--- config.mk ---
export PLATFORM = sky130hd
export DESIGN_NAME = trace_event_timestamp_decoder
export DESIGN_NICKNAME = d
export VERILOG_FILES = /design/src/rtl/core/tsdec_pkg.sv /design/src/rtl/core/tsdec_div.sv /design/src/rtl/core/trace_event_timestamp_decoder.sv
export SDC_FILE = /design/constraint.sdc
export NUM_CORES = 2
export LEC_CHECK = 0
export BUFFER_PORTS_ARGS = -buffer_cell sky130_fd_sc_hd__buf_2
export CAP_MARGIN = 20
export CORE_UTILIZATION = 66
export DETAILED_ROUTE_END_ITERATION = 6
export GPL_TIMING_DRIVEN = 0
export PLACE_DENSITY = 0.95
export SETUP_SLACK_MARGIN = 0.5
export SYNTH_ARGS = -nofsm -noshare
export SYNTH_HDL_FRONTEND = slang
export SYNTH_SLANG_ARGS = --single-unit
--- constraint.sdc ---
create_clock -name clk -period 13.8 [get_ports clk]
set_input_delay 2.07 -clock clk [delete_from_list [all_inputs] [get_ports clk]]
set_output_delay 2.07 -clock clk [all_outputs]
set_load 0.01 [all_outputs]
--- src/rtl/core/tsdec_pkg.sv ---
// ----------------------------------------------------------------------------
// Trace event timestamp decoder package
// Transfer types, register indexes and arithmetic constants.
// ----------------------------------------------------------------------------
package tsdec_pkg;

    localparam int CFG_IDX_W = 2;

    localparam logic [CFG_IDX_W-1:0] CFG_CLOCK_HZ     = 2'd0;
    localparam logic [CFG_IDX_W-1:0] CFG_THREADS_ONLY = 2'd1;
    localparam logic [CFG_IDX_W-1:0] CFG_THREAD_CLASS = 2'd2;

    localparam logic [31:0] CLOCK_HZ_RESET = 32'd1000000000;

    localparam int NS_W      = 30;
    localparam int MAG_W     = 32;
    localparam int PROD_W    = MAG_W + NS_W;
    localparam int DIV_W     = 32;
    localparam int DIV_STEPS = PROD_W;
    localparam int DIV_CNT_W = $clog2(DIV_STEPS);

    localparam logic [NS_W-1:0] NS_PER_SEC = 30'd1000000000;

    localparam logic [4:0] CLASS_MASK = 5'h1F;
    localparam logic [9:0] CODE_MASK  = 10'h3FF;
    localparam logic [5:0] CPU_MASK   = 6'h3F;
    localparam logic [1:0] KIND_MASK  = 2'h3;

    typedef struct packed {
        logic [31:0]        event_header;
        logic [31:0]        cycle_count;
        logic [31:0]        word_one;
        logic [31:0]        word_two;
        logic               first_of_buffer;
        logic signed [63:0] base_time_ns;
    } tsdec_in_t;

    typedef struct packed {
        logic signed [63:0] time_ns;
        logic [4:0]         event_class;
        logic [9:0]         event_code;
        logic [5:0]         cpu_number;
        logic [1:0]         struct_kind;
        logic [31:0]        cycle_out;
        logic [31:0]        data_one;
        logic [31:0]        data_two;
    } tsdec_out_t;

    typedef struct packed {
        logic [PROD_W-1:0] quotient;
        logic [DIV_W-1:0]  remainder;
        logic              done;
    } tsdec_div_rsp_t;

endpackage

--- src/rtl/core/tsdec_div.sv ---
// ----------------------------------------------------------------------------
// Radix-2 restoring divider
// Divides the scaled cycle delta by the clock frequency, one bit per cycle.
// ----------------------------------------------------------------------------
module tsdec_div
    import tsdec_pkg::*;
(
    input  logic              clk,
    input  logic              rst_n,
    input  logic              start,
    input  logic [PROD_W-1:0] dividend,
    input  logic [DIV_W-1:0]  divisor,
    output tsdec_div_rsp_t    rsp
);

    logic                 busy_reg;
    logic                 busy_next;
    logic                 done_reg;
    logic                 done_next;
    logic [DIV_CNT_W-1:0] count_reg;
    logic [DIV_CNT_W-1:0] count_next;
    logic [DIV_W-1:0]     rem_reg;
    logic [DIV_W-1:0]     rem_next;
    logic [PROD_W-1:0]    quot_reg;
    logic [PROD_W-1:0]    quot_next;
    logic [DIV_W-1:0]     divisor_reg;
    logic [DIV_W-1:0]     divisor_next;
    logic [DIV_W:0]       shifted;
    logic                 fits;

    assign shifted = {rem_reg, quot_reg[PROD_W-1]};
    assign fits    = shifted >= {1'b0, divisor_reg};

    always_comb
    begin
        busy_next    = busy_reg;
        done_next    = 1'b0;
        count_next   = count_reg;
        rem_next     = rem_reg;
        quot_next    = quot_reg;
        divisor_next = divisor_reg;
        if (start)
        begin
            busy_next    = 1'b1;
            count_next   = '0;
            rem_next     = '0;
            quot_next    = dividend;
            divisor_next = divisor;
        end
        else if (busy_reg)
        begin
            rem_next   = fits ? DIV_W'(shifted - {1'b0, divisor_reg}) : shifted[DIV_W-1:0];
            quot_next  = {quot_reg[PROD_W-2:0], fits};
            count_next = count_reg + 1'b1;
            if (count_reg == DIV_CNT_W'(DIV_STEPS - 1))
            begin
                busy_next = 1'b0;
                done_next = 1'b1;
            end
        end
    end

    always_ff @(posedge clk or negedge rst_n)
    begin
        if (!rst_n)
        begin
            busy_reg  <= 1'b0;
            done_reg  <= 1'b0;
            count_reg <= '0;
        end
        else
        begin
            busy_reg  <= busy_next;
            done_reg  <= done_next;
            count_reg <= count_next;
        end
    end

    always_ff @(posedge clk)
    begin
        rem_reg     <= rem_next;
        quot_reg    <= quot_next;
        divisor_reg <= divisor_next;
    end

    assign rsp.quotient  = quot_reg;
    assign rsp.remainder = rem_reg;
    assign rsp.done      = done_reg;

endmodule

--- src/rtl/core/trace_event_timestamp_decoder.sv ---
// ----------------------------------------------------------------------------
// Trace event timestamp decoder
// Rebuilds event times in ns from cycle counts and splits the header word.
// ----------------------------------------------------------------------------
//  Channel   Direction  Signals                              Transfer when
//  event     in         event_valid/ready, event_data        valid & ready
//  result    out        result_valid/ready, result_data      valid & ready
//  cfg       in         cfg_valid/ready, cfg_index, cfg_data valid & ready
//
// An event that starts a buffer, or arrives while clock_hz is zero, goes
// from IDLE straight to DONE, where a kept result is loaded. Any other
// event runs MUL, the 62 divider steps in DIV, then ADD. The block takes no
// event while one is in flight; a held result stalls only the final step.
// Reset needs no clearing pass; cfg_ready is always high.
// ----------------------------------------------------------------------------
module trace_event_timestamp_decoder
    import tsdec_pkg::*;
(
    input  logic                 clk,
    input  logic                 rst_n,
    input  logic                 event_valid,
    output logic                 event_ready,
    input  tsdec_in_t            event_data,
    output logic                 result_valid,
    input  logic                 result_ready,
    output tsdec_out_t           result_data,
    input  logic                 cfg_valid,
    output logic                 cfg_ready,
    input  logic [CFG_IDX_W-1:0] cfg_index,
    input  logic [31:0]          cfg_data
);

    typedef enum logic [4:0] {
        ST_IDLE = 5'b00001,
        ST_MUL  = 5'b00010,
        ST_DIV  = 5'b00100,
        ST_ADD  = 5'b01000,
        ST_DONE = 5'b10000
    } state_t;

    state_t            state_reg;
    state_t            state_next;
    logic [31:0]       clock_hz_reg;
    logic              threads_only_reg;
    logic [4:0]        thread_class_reg;
    logic [31:0]       last_cycle_reg;
    logic [31:0]       last_cycle_next;
    logic [63:0]       last_time_reg;
    logic [63:0]       last_time_next;
    tsdec_in_t         item_reg;
    tsdec_in_t         item_next;
    logic              keep_reg;
    logic              keep_next;
    logic              neg_reg;
    logic              neg_next;
    logic [MAG_W-1:0]  mag_reg;
    logic [MAG_W-1:0]  mag_next;
    logic [63:0]       scaled_reg;
    logic [63:0]       scaled_next;
    logic [63:0]       time_reg;
    logic [63:0]       time_next;
    logic              result_valid_reg;
    logic              result_valid_next;
    tsdec_out_t        result_reg;
    tsdec_out_t        result_next;
    logic              accept;
    logic [31:0]       delta;
    logic [4:0]        in_class;
    logic [PROD_W-1:0] product;
    logic [63:0]       quot_ext;
    logic              div_start;
    tsdec_div_rsp_t    div_rsp;

    assign event_ready  = (state_reg == ST_IDLE);
    assign accept       = event_valid && event_ready;
    assign cfg_ready    = 1'b1;
    assign result_valid = result_valid_reg;
    assign result_data  = result_reg;

    assign delta    = event_data.cycle_count - last_cycle_reg;
    assign in_class = (event_data.event_header[14:10]) & CLASS_MASK;
    assign product  = PROD_W'(mag_reg) * PROD_W'(NS_PER_SEC);
    assign quot_ext = {{(64 - PROD_W){1'b0}}, div_rsp.quotient};
    assign div_start = (state_reg == ST_MUL);

    tsdec_div u_div (
        .clk      (clk),
        .rst_n    (rst_n),
        .start    (div_start),
        .dividend (product),
        .divisor  (clock_hz_reg),
        .rsp      (div_rsp)
    );

    always_ff @(posedge clk or negedge rst_n)
    begin
        if (!rst_n)
        begin
            clock_hz_reg     <= CLOCK_HZ_RESET;
            threads_only_reg <= 1'b0;
            thread_class_reg <= '0;
        end
        else if (cfg_valid && cfg_ready)
        begin
            case (cfg_index)
                CFG_CLOCK_HZ:     clock_hz_reg     <= cfg_data;
                CFG_THREADS_ONLY: threads_only_reg <= cfg_data[0];
                CFG_THREAD_CLASS: thread_class_reg <= cfg_data[4:0];
                default:          ;
            endcase
        end
    end

    always_comb
    begin
        state_next        = state_reg;
        last_cycle_next   = last_cycle_reg;
        last_time_next    = last_time_reg;
        item_next         = item_reg;
        keep_next         = keep_reg;
        neg_next          = neg_reg;
        mag_next          = mag_reg;
        scaled_next       = scaled_reg;
        time_next         = time_reg;
        result_valid_next = result_valid_reg && !result_ready;
        result_next       = result_reg;
        case (state_reg)
            ST_IDLE:
            begin
                if (accept)
                begin
                    item_next       = event_data;
                    keep_next       = !threads_only_reg || (in_class == thread_class_reg);
                    last_cycle_next = event_data.cycle_count;
                    neg_next        = delta[31];
                    mag_next        = delta[31] ? (~delta + 32'd1) : delta;
                    if (event_data.first_of_buffer)
                    begin
                        time_next  = event_data.base_time_ns;
                        state_next = ST_DONE;
                    end
                    else if (clock_hz_reg == '0)
                    begin
                        time_next  = last_time_reg;
                        state_next = ST_DONE;
                    end
                    else
                    begin
                        state_next = ST_MUL;
                    end
                end
            end
            ST_MUL:
            begin
                state_next = ST_DIV;
            end
            ST_DIV:
            begin
                if (div_rsp.done)
                begin
                    if (neg_reg)
                    begin
                        scaled_next = ~quot_ext + 64'(div_rsp.remainder == '0);
                    end
                    else
                    begin
                        scaled_next = quot_ext;
                    end
                    state_next = ST_ADD;
                end
            end
            ST_ADD:
            begin
                time_next  = last_time_reg + scaled_reg;
                state_next = ST_DONE;
            end
            ST_DONE:
            begin
                last_time_next = time_reg;
                if (!keep_reg)
                begin
                    state_next = ST_IDLE;
                end
                else if (!result_valid_reg || result_ready)
                begin
                    result_valid_next       = 1'b1;
                    result_next.time_ns     = time_reg;
                    result_next.event_class = item_reg.event_header[14:10] & CLASS_MASK;
                    result_next.event_code  = item_reg.event_header[9:0] & CODE_MASK;
                    result_next.cpu_number  = item_reg.event_header[29:24] & CPU_MASK;
                    result_next.struct_kind = item_reg.event_header[31:30] & KIND_MASK;
                    result_next.cycle_out   = item_reg.cycle_count;
                    result_next.data_one    = item_reg.word_one;
                    result_next.data_two    = item_reg.word_two;
                    state_next              = ST_IDLE;
                end
            end
            default:
            begin
                state_next = ST_IDLE;
            end
        endcase
    end

    always_ff @(posedge clk or negedge rst_n)
    begin
        if (!rst_n)
        begin
            state_reg        <= ST_IDLE;
            last_cycle_reg   <= '0;
            last_time_reg    <= '0;
            result_valid_reg <= 1'b0;
        end
        else
        begin
            state_reg        <= state_next;
            last_cycle_reg   <= last_cycle_next;
            last_time_reg    <= last_time_next;
            result_valid_reg <= result_valid_next;
        end
    end

    always_ff @(posedge clk)
    begin
        item_reg   <= item_next;
        keep_reg   <= keep_next;
        neg_reg    <= neg_next;
        mag_reg    <= mag_next;
        scaled_reg <= scaled_next;
        time_reg   <= time_next;
        result_reg <= result_next;
    end

endmodule

==> results.md <==
* CP endpoint kind: flop
* First-pass GRT wire length at 191 mm
* Starting DRC count in detailed routing at 3580
* Max-slew headroom at 34.4%
* Share of layout cells above drive strength 1 at 12.9%
* Die W at 273 µm
* Worst Tran Pin Value at 0.982 ns
* Final cell count without fillers at 5867
* Post-place instance area at 0.0518 mm²
* Critical Path Max Stage Delay at 0.67 ns
* Remaining Overflow, GRT at 0
* Routed WL per cell at 20.9 µm
* Clk Latency, worst-skew pair at 0.65 ns
* H-Tree Depth at 3
* Max reg flops at 183
* Total GRT Usage at 33.0%
* Run status: finished, final reports clean
* Synth async-reset ratio at 20.1%
* Ports at 418
* Post-synth EDFFs at 549
* Critical-path maximum fanout at 8
* Yosys warns at 0
* Post-DP HPWL at 95.3 mm
* RSZ-0062 raised after global routing: false
* WL final at 123 mm
* Max-cap violations at 0
* Nets at 5790
* Data required, critical path at 14.18 ns
* RR Startpoint: mag_reg[1]
* Period utilization at 58.8%
* Detail Route Antenna Nets at 0
* Final Util at 75.5%
* Synthesis-stage register bit count at 738
* CTS Buf Count at 75
* Synth Cell Area at 0.0483 mm²
* Clk pin slew, worst setup/hold paths at 0.07 ns
* Number of vias per cell at 6.13
* Post-cts resize count at 0
* Mapped Nets at 5297
* Buf+Inv Stages, Crit Path at 5
* Std cell rows at 98
* Hold_buf cts at 0
* Tmin final at 8.11 ns
* Skew final at 0.0516 ns
* Largest net degree at the start of global routing at 91
* Post-synth top flop: edfxtp_1
* Fin. max-slew vios at 0
* Netlist cell types at 94
* Gate Count Post-Synth at 4354
* DR DRC count at 0
* Worst hold path startpoint: item_reg[152]
* Final setup violation count at 0
* Crit path from: mag_reg[1]
* Sum Neg Setup Slack at 0 ns
* Vias after detailed routing at 36000
* Worst EP arrival at 8.49 ns
* Highest clock rate at 0.123 GHz
* IO buf count at 406
* Clock Tree Root: clkbuf_16
* Area Growth Syn to Fin at 12.5%
* Die ar. at 0.0743 mm²
* Core area at 0.0720 mm²
* Sequential share of the synthesized area at 43.5%
* CTS tree: done
* Vias in the first global route at 36500
* HP Class: flop to flop
* TritonRoute pass-1 iters at 7
* RD Place Congestion at 0.970
* WS Path Type: flop to flop
* Initial core utilization at 67.1%
* Final Cell Area at 0.0543 mm²
* Syn Area/Cell at 11.1 µm²
* Die Y at 273 µm
* Startpoint Class: flop
* Most used cell, CP: fa_1
* Hold Violations, Final at 0
* Total setup buffers inserted after CTS at 0
* CTS max path bufs at 3
* Slowest cell on crit path: edfxtp_1
* Initial antenna violation count at 9
* TritonCTS Sinks at 738
* Crit-path leading delay family: adder cells
* CP Cell Sequence: inv_1 -> fa_1 -> fa_1 -> fa_1 -> fa_1 -> fa_1 -> inv_1 -> fa_1 -> inv_1 -> fa_1 -> inv_1 -> ha_1 -> clkbuf_1 -> and2_1 -> nand3_1 -> o311ai_0 -> nor2_1 -> o31ai_1 -> a21oi_1 -> o31ai_1 -> a31oi_1 -> xnor2_1 -> o21ai_0
* Placed cell count at 5720
per-stage QoR:
| stage | worst slack [ns] | hold WS [ns] |
|---|---|---|
| 2_1_floorplan | 6.62 | 0.400 |
| 3_3_place_gp | 3.85 | 0.400 |
| 3_5_place_dp | 5.85 | 0.405 |
| 4_1_cts | 5.85 | 0.398 |
| 5_1_grt | 5.33 | 0.415 |
| 6_report | 5.69 | 0.403 |
cells by family (layout without fill, tap and decap cells):
| logic type | after synthesis | count (layout) | synth area share, % |
|---|---|---|---|
| XOR/XNOR | 253 | 253 | 4.62 |
| adder cells (fa/ha/maj) | 711 | 711 | 23.3 |
| other | 1 | 8 | 0.00776 |
| buffers and inverters | 706 | 1262 | 5.52 |
| AO/OA/AOI/OAI | 873 | 873 | 11.3 |
| multiplexers | 111 | 111 | 2.40 |
| AND/OR/NAND/NOR | 961 | 961 | 9.32 |
| flip-flops | 738 | 738 | 43.5 |
final cells by class:
cell class,instances,area [µm²]
sequential,738,21000
fill,4411,17700
clock inverter,27,370
inverter,569,2140
antenna,7,17.5
clock buffer,113,2180
tap,950,1190
multi-input combinational,2910,24600
buffer,137,533
timing repair buffer,416,2250
worst paths after layout:
path | end | slack [ns] | depth (start not counted)
min | result_data[87] | 0.40 | 0
min reg2reg | result_data[87] | 0.40 | 0
max reg2reg | u_div.quot_reg[61] | 5.69 | 23
min in group asynchronous | last_cycle_reg[24] | 1.43 | 1
max | u_div.quot_reg[61] | 5.69 | 23
max in group asynchronous | last_time_reg[36] | 11.39 | 2
cell usage in the layout, fill, tap and decap left out, types with 72 or more instances in the layout:
master / instances
inv_1: 566
edfxtp_1: 549
nand2_1: 466
buf_2: 407
ha_1: 396
fa_1: 315
o21ai_0: 275
a21oi_1: 211
xnor2_1: 180
clkbuf_1: 149
dfrtp_1: 134
nor2_1: 133
a21o_1: 98
clkbuf_16: 76
nand3_1: 75
xor2_1: 72
mux2i_1: 72
synth_stat cells (7+ instances only):
| cell type | count | area [µm²] |
|---|---|---|
| a211o_1 | 8 | 70.1 |
| mux2_2 | 39 | 439 |
| nand3_1 | 75 | 375 |
| a21boi_0 | 9 | 67.6 |
| nor3b_1 | 7 | 52.6 |
| mux2i_1 | 72 | 721 |
| nand2_1 | 466 | 1750 |
| ha_1 | 396 | 4950 |
| a31oi_1 | 27 | 169 |
| o21ai_0 | 275 | 1380 |
| dfrtp_1 | 134 | 3350 |
| dfxtp_1 | 41 | 821 |
| nand2b_1 | 32 | 200 |
| nand3b_1 | 12 | 90.1 |
| and3_1 | 26 | 163 |
| fa_1 | 315 | 6310 |
| a21o_1 | 99 | 743 |
| or3_1 | 22 | 138 |
| nor2b_1 | 31 | 194 |
| nor3_1 | 36 | 180 |
| or4_1 | 11 | 82.6 |
| o31ai_1 | 40 | 300 |
| xor2_1 | 72 | 631 |
| o21a_1 | 25 | 188 |
| nand4_1 | 43 | 269 |
| a211oi_1 | 34 | 255 |
| and2_1 | 14 | 87.6 |
| a21oi_1 | 211 | 1060 |
| nor4_1 | 20 | 125 |
| clkbuf_1 | 128 | 480 |
| o211ai_1 | 17 | 128 |
| o21ai_1 | 9 | 45.0 |
| xnor2_1 | 180 | 1580 |
| dfstp_2 | 14 | 368 |
| inv_1 | 567 | 2130 |
| o41ai_1 | 11 | 96.3 |
| nor2_1 | 133 | 499 |
| edfxtp_1 | 549 | 16500 |
| o21bai_1 | 31 | 233 |
| or2_2 | 8 | 50.1 |
per-layer routing:
metal	global-route usage, %	vias up	part of all wire (%)
li1	-	16100	-
met1	40.6	17400	37
met2	57.1	1961	50
met3	4.90	417	8.2
met4	15.9	4	4.8
met5	0	-	0.020
Power is left out: the tool's default activity adds up to more than one toggle a clock period on the data nets, which glitch-free logic cannot reach.
